<file path="config.mk">
export PLATFORM = sky130hd
export DESIGN_NAME = midi_byte_stream_parser
export DESIGN_NICKNAME = d
export VERILOG_FILES = /design/src/design/mbsp_pkg.sv /design/src/design/midi_byte_stream_parser.sv
export VERILOG_INCLUDE_DIRS = /design/src /design/src/design
export SDC_FILE = /design/constraint.sdc
export NUM_CORES = 1
export LEC_CHECK = 0
export ABC_AREA = 1
export BUFFER_PORTS_ARGS = -buffer_cell sky130_fd_sc_hd__buf_4
export CORE_UTILIZATION = 55
export DETAILED_ROUTE_END_ITERATION = 8
export PLACE_DENSITY = 0.75
export SYNTH_ARGS = -nofsm -noshare
export SYNTH_HDL_FRONTEND = slang
export SYNTH_SLANG_ARGS = --single-unit
</file>
<file path="constraint.sdc">
create_clock -name clk -period 4.38 [get_ports clk]
set_clock_uncertainty 0.2 [all_clocks]
set_input_delay 0.219 -clock clk [delete_from_list [all_inputs] [get_ports clk]]
set_output_delay 0.219 -clock clk [all_outputs]
set_load 0.02 [all_outputs]
</file>
<file path="src/design/assert_macros.svh">
// Assertion helpers for the design files.
`ifndef ASSERT_MACROS_SVH
`define ASSERT_MACROS_SVH

`ifndef SYNTHESIS

// Checks an implication on every rising edge; held off during reset.
`define ASSERT_CLK(label, clock, reset, prop) \
  label: assert property (@(posedge clock) disable iff (reset) (prop)) \
    else $error("assertion failed");

// Checks an implication on every rising edge, reset included.
`define ASSERT_ALWAYS(label, clock, prop) \
  label: assert property (@(posedge clock) (prop)) \
    else $error("assertion failed");

`else

`define ASSERT_CLK(label, clock, reset, prop)
`define ASSERT_ALWAYS(label, clock, prop)

`endif

`endif

</file>
<file path="src/design/mbsp_pkg.sv">
package mbsp_pkg;

  typedef logic [7:0] midi_byte_t;
  typedef logic [6:0] data_byte_t;

  localparam logic KIND_CHANNEL  = 1'b0;
  localparam logic KIND_GM_RESET = 1'b1;

  localparam midi_byte_t REALTIME_MIN = 8'hF8;
  localparam midi_byte_t SYSTEM_MIN   = 8'hF0;
  localparam midi_byte_t SYSEX_START  = 8'hF0;
  localparam midi_byte_t SYSEX_END    = 8'hF7;

  // Number of GM System On bytes that precede the closing F7.
  localparam logic [2:0] GM_ON_BODY_LEN = 3'd5;

  // Data bytes that follow a channel status byte; 0 for anything else.
  function automatic logic [1:0] data_len(input midi_byte_t status);
    logic [1:0] len;
    unique case (status[7:4])
      4'h8, 4'h9, 4'hA, 4'hB, 4'hE: len = 2'd2;
      4'hC, 4'hD:                   len = 2'd1;
      default:                      len = 2'd0;
    endcase
    return len;
  endfunction

  // GM System On pattern F0 7E 7F 09 01 F7, indexed by match position.
  function automatic midi_byte_t gm_on_byte(input logic [2:0] idx);
    midi_byte_t b;
    unique case (idx)
      3'd0:    b = 8'hF0;
      3'd1:    b = 8'h7E;
      3'd2:    b = 8'h7F;
      3'd3:    b = 8'h09;
      3'd4:    b = 8'h01;
      3'd5:    b = 8'hF7;
      default: b = 8'h00;
    endcase
    return b;
  endfunction

endpackage

</file>
<file path="src/design/midi_byte_stream_parser.sv">
// Channel   Handshake          Payload
// in        in_valid/in_stall  midi_byte
// out       out_valid/out_stall event_kind, msg_status, msg_data0, msg_data1
// config    cfg_write          cfg_data (engine enable)
//
// One byte is taken per cycle unless the input stalls; its result, if any, appears
// in the output register on the next cycle. The parser state, the engine enable
// and the output register are the only storage; rst clears all but the payload.
// The input stalls only while the output register holds a result that is stalled.
`include "assert_macros.svh"

module midi_byte_stream_parser (
  input  logic                 clk,
  input  logic                 rst,
  input  logic                 cfg_write,
  input  logic                 cfg_data,
  input  logic                 in_valid,
  output logic                 in_stall,
  input  mbsp_pkg::midi_byte_t midi_byte,
  output logic                 out_valid,
  input  logic                 out_stall,
  output logic                 event_kind,
  output mbsp_pkg::midi_byte_t msg_status,
  output mbsp_pkg::data_byte_t msg_data0,
  output mbsp_pkg::data_byte_t msg_data1
);
  import mbsp_pkg::*;

  logic       engine_enable;
  midi_byte_t running_status;
  data_byte_t first_data;
  logic       data_count;
  logic [1:0] bytes_expected;
  logic [2:0] sysex_match_count;

  midi_byte_t running_status_next;
  data_byte_t first_data_next;
  logic       data_count_next;
  logic [1:0] bytes_expected_next;
  logic [2:0] sysex_match_count_next;

  logic       take;
  logic       res_valid;
  logic       res_kind;
  midi_byte_t res_status;
  data_byte_t res_data0;
  data_byte_t res_data1;

  assign in_stall = out_valid & out_stall;
  assign take     = in_valid & ~in_stall;

  always_comb begin
    running_status_next    = running_status;
    first_data_next        = first_data;
    data_count_next        = data_count;
    bytes_expected_next    = bytes_expected;
    sysex_match_count_next = sysex_match_count;
    res_valid  = 1'b0;
    res_kind   = KIND_CHANNEL;
    res_status = running_status;
    res_data0  = midi_byte[6:0];
    res_data1  = '0;

    if (midi_byte[7]) begin
      if (midi_byte >= REALTIME_MIN) begin
        // Realtime bytes pass through the parser untouched.
      end else if (midi_byte >= SYSTEM_MIN) begin
        running_status_next    = '0;
        data_count_next        = 1'b0;
        bytes_expected_next    = '0;
        sysex_match_count_next = (midi_byte == SYSEX_START) ? 3'd1 : 3'd0;
        if (midi_byte == SYSEX_END && sysex_match_count == GM_ON_BODY_LEN) begin
          res_valid  = 1'b1;
          res_kind   = KIND_GM_RESET;
          res_status = '0;
          res_data0  = '0;
        end
      end else begin
        sysex_match_count_next = '0;
        running_status_next    = midi_byte;
        data_count_next        = 1'b0;
        bytes_expected_next    = data_len(midi_byte);
      end
    end else if (bytes_expected == 2'd0) begin
      // Stray data bytes walk the GM System On match.
      if (sysex_match_count != 3'd0 && sysex_match_count < GM_ON_BODY_LEN &&
          midi_byte == gm_on_byte(sysex_match_count)) begin
        sysex_match_count_next = sysex_match_count + 3'd1;
      end else begin
        sysex_match_count_next = '0;
      end
    end else if (!data_count) begin
      if (bytes_expected == 2'd1) begin
        res_valid = 1'b1;
      end else begin
        first_data_next = midi_byte[6:0];
        data_count_next = 1'b1;
      end
    end else begin
      data_count_next = 1'b0;
      res_valid       = 1'b1;
      res_data0       = first_data;
      res_data1       = midi_byte[6:0];
    end
  end

  always_ff @(posedge clk) begin
    if (rst) begin
      engine_enable     <= 1'b0;
      running_status    <= '0;
      first_data        <= '0;
      data_count        <= 1'b0;
      bytes_expected    <= '0;
      sysex_match_count <= '0;
      out_valid         <= 1'b0;
    end else begin
      if (cfg_write) begin
        engine_enable <= cfg_data;
      end
      if (take) begin
        running_status    <= running_status_next;
        first_data        <= first_data_next;
        data_count        <= data_count_next;
        bytes_expected    <= bytes_expected_next;
        sysex_match_count <= sysex_match_count_next;
        out_valid         <= res_valid & engine_enable;
      end else if (!out_stall) begin
        out_valid <= 1'b0;
      end
    end
  end

  // The result beat is loaded only when a byte is taken, so a stalled beat holds.
  always_ff @(posedge clk) begin
    if (take && res_valid) begin
      event_kind <= res_kind;
      msg_status <= res_status;
      msg_data0  <= res_data0;
      msg_data1  <= res_data1;
    end
  end

  `ASSERT_CLK(a_no_count_without_status, clk, rst, (bytes_expected == 2'd0) |-> !data_count)
  `ASSERT_CLK(a_match_in_range, clk, rst, sysex_match_count <= GM_ON_BODY_LEN)
  `ASSERT_CLK(a_status_matches_len, clk, rst,
    (bytes_expected != 2'd0) |-> (data_len(running_status) == bytes_expected))
  `ASSERT_CLK(a_reset_event_zero, clk, rst,
    (out_valid && event_kind == KIND_GM_RESET) |->
      (msg_status == 8'h00 && msg_data0 == 7'h00 && msg_data1 == 7'h00))
  `ASSERT_CLK(a_disabled_silent, clk, rst, (take && !engine_enable) |=> !out_valid)

endmodule

</file>
==> run metrics <==
Reg2Reg Depth=4; Req. time, crit path=around 4.1 ns; Max-cap violations=0; ratio of cells with drive above 1 in the final layout=0.2600; die area=4404 um2; first-pass GRT wire length=8.038 mm; Worst IR Drop VDD=approximately 170 uV; endpoint class of the critical path=register; Worst setup endpoint=msg_data1[0]; initial antenna violation count=0; post-synthesis compound-gate area fraction=0.1192; Area after DPL=2566 um2; total power=0.8831 mW; vias per cell=5.283; drt total wl=around 4.8 mm; Hold Fails Final Rpt=0; ANT nets after route=0; PortBufs=38; CTS Sinks=46; final core occ=0.6747; Clock Tree Buf Depth=2; Vias=1849; post-synthesis cell type count=34; main combinational cell family by area after synthesis=simple AND/OR/NAND/NOR gates; worst reg2reg path endpoint=msg_data1[0]; Iteration-0 DRC Markers=about 150; min-delay src=rst; # diodes=0; crit path launch=sysex_match_count[0]; Hold WC Path Type=in -> reg; H-tree levels=2; insertion delay to the later sink of the worst-skew pair=~0.30 ns; Lkg Pwr=~1.2 nW; CP arrival=approximately 2.6 ns; DP Wirelength=3.412 mm; drt pass-1 iters=4; Avg Cell Area, Syn=approximately 8.8 um2; Cell Rows=23; RSZ-0062 raised after global routing=no; CTS tree=yes; Syn Inst Count=259; Worst R2R Start=sysex_match_count[0]; routed wire length per instance=approximately 14 um; Slew Limit Fails=0; # setup viols final=0; CTS Buf Count=5; IO Pins=39; Worst setup SP type=register; Mapped Nets=about 280; sequential area share after synthesis=0.5052; Overflow after GRT=0; simple-gate share of the synthesized area=0.2400; fmax=about 0.35 GHz; min Tclk post-route=roughly 2.9 ns; Worst-Margin Slew=around 1 ns; relative slew slack=0.3304; GRT Util Overall=0.2465; Initial Utilization=0.5696; residual DRC count=0; R2R setup slack=1.51 ns; Final period util=0.6563; mapped cell area=2278 um2; most frequent cells in the layout=nand2_1, buf_4, inv_1; largest net degree at the start of global routing=24; Post-CTS Setup Bufs=0; Post-Synth Adder-Cell Area=0.04942; Ys Warns=0; most common cell after layout, fill and taps aside=nand2_1; core area=4000 um2; Post-Layout Cell Count=350; Final nets=322; Die Y=around 66 um; Area growth, synth to finish=18.45%; synthesis-stage register bit count=46; setup tns final=0 ns; pre-CTS setup slack=roughly 1.5 ns; worst hold slack=0.01416 ns; Placed Cells=340; Die Wd=~66 um; Clock transition at path regs=about 0.090 ns; Critical Path Fanout Max=23; vias in the first global route=approximately 1.7k; kind of critical path=reg -> reg; post-synthesis mux area share=0; Final GP Congestion=between 0.8 and 0.9; final setup margin=around 1.5 ns; Post-Synth XOR/XNOR Area=0.003844; outcome=complete, no violations; Design Area, Final=2699 um2; power density cells=around 330 nW/um2; CTS root buffer=clkbuf_8
[power by group]
group	switching, mW	leakage (nW)	internal, mW
logic	0.0592	0.723	0.0337
registers	0.00685	0.407	0.464
clock network	0.149	0.0585	0.171
[worst min-delay path by stage]
stage,to,slack (ns),depth (start not counted)
finish,running_status[5],0.01,2
global route,running_status[6],0.03,2
CTS,running_status[5],0.01,2
detailed placement,engine_enable,0.21,2
global placement,engine_enable,0.21,2
floorplan,running_status[2],0.09,1
[synth_stat cells, drive strengths merged]
| cell | count | area share |
|---|---|---|
| inv | 34 | 0.056 |
| dfxtp | 23 | 0.20 |
| o21ai | 14 | 0.032 |
| a31oi | 1 | 0.0027 |
| ha | 9 | 0.049 |
| nor3 | 4 | 0.011 |
| xnor2 | 1 | 0.0038 |
| o211ai | 1 | 0.0033 |
| a211oi | 1 | 0.0033 |
| nor2 | 26 | 0.051 |
| buf | 7 | 0.026 |
| nand3 | 22 | 0.056 |
| or2 | 1 | 0.0027 |
| a21oi | 30 | 0.077 |
| and3 | 1 | 0.0027 |
| nand4 | 3 | 0.0082 |
| edfxtp | 23 | 0.30 |
| and2 | 1 | 0.0027 |
| nand2 | 57 | 0.11 |
[worst max-delay path, stage by stage (launching register included)]
cell	delay [ns]
dfxtp_1	0.51
ha_1	0.25
nand4_1	0.45
nand2_1	0.24
and3_1	0.85
[layer usage]
metal | routed length (um) | vias to the layer above | track usage
li1 | - | 926 | -
met1 | 2122 | 828 | 0.3195
met2 | 2238 | 80 | 0.3967
met3 | 272 | 15 | 0.03966
met4 | 155 | 0 | 0.1223
met5 | 0 | - | 0
[cell type report]
cell class / instances / area (um2)
fillers: 327 / 1301
inverters: 34 / 127.6
multi-input cells: 172 / 939.7
clock buffers: 5 / 68.82
clock inverters: 3 / 43.79
flip-flops and latches: 46 / 1151
repair buffers: 40 / 305.3
well taps: 50 / 62.56
[state kept, by name, indices dropped and copies added (netlist names)]
register,flops
msg_status,8
running_status,8
first_data,7
msg_data0,7
msg_data1,7
sysex_match_count,3
bytes_expected,2
data_count,1
engine_enable,1
event_kind,1
out_valid,1
[timing repair]
item | 4_1_cts | 5_1_grt
endpoints found under the hold margin | 1 | 0
gates resized for setup | 0 | 0
hold buffers | 2 | 0
setup endpoints to repair | 0 | 0
[cell families after synthesis]
group / Yosys count
simple gates: 115
compound gates: 47
flops: 46
buf+inv: 41
fa+ha+maj: 9
xor+xnor: 1
No activity file was read; power rests on OpenSTA's default activity.
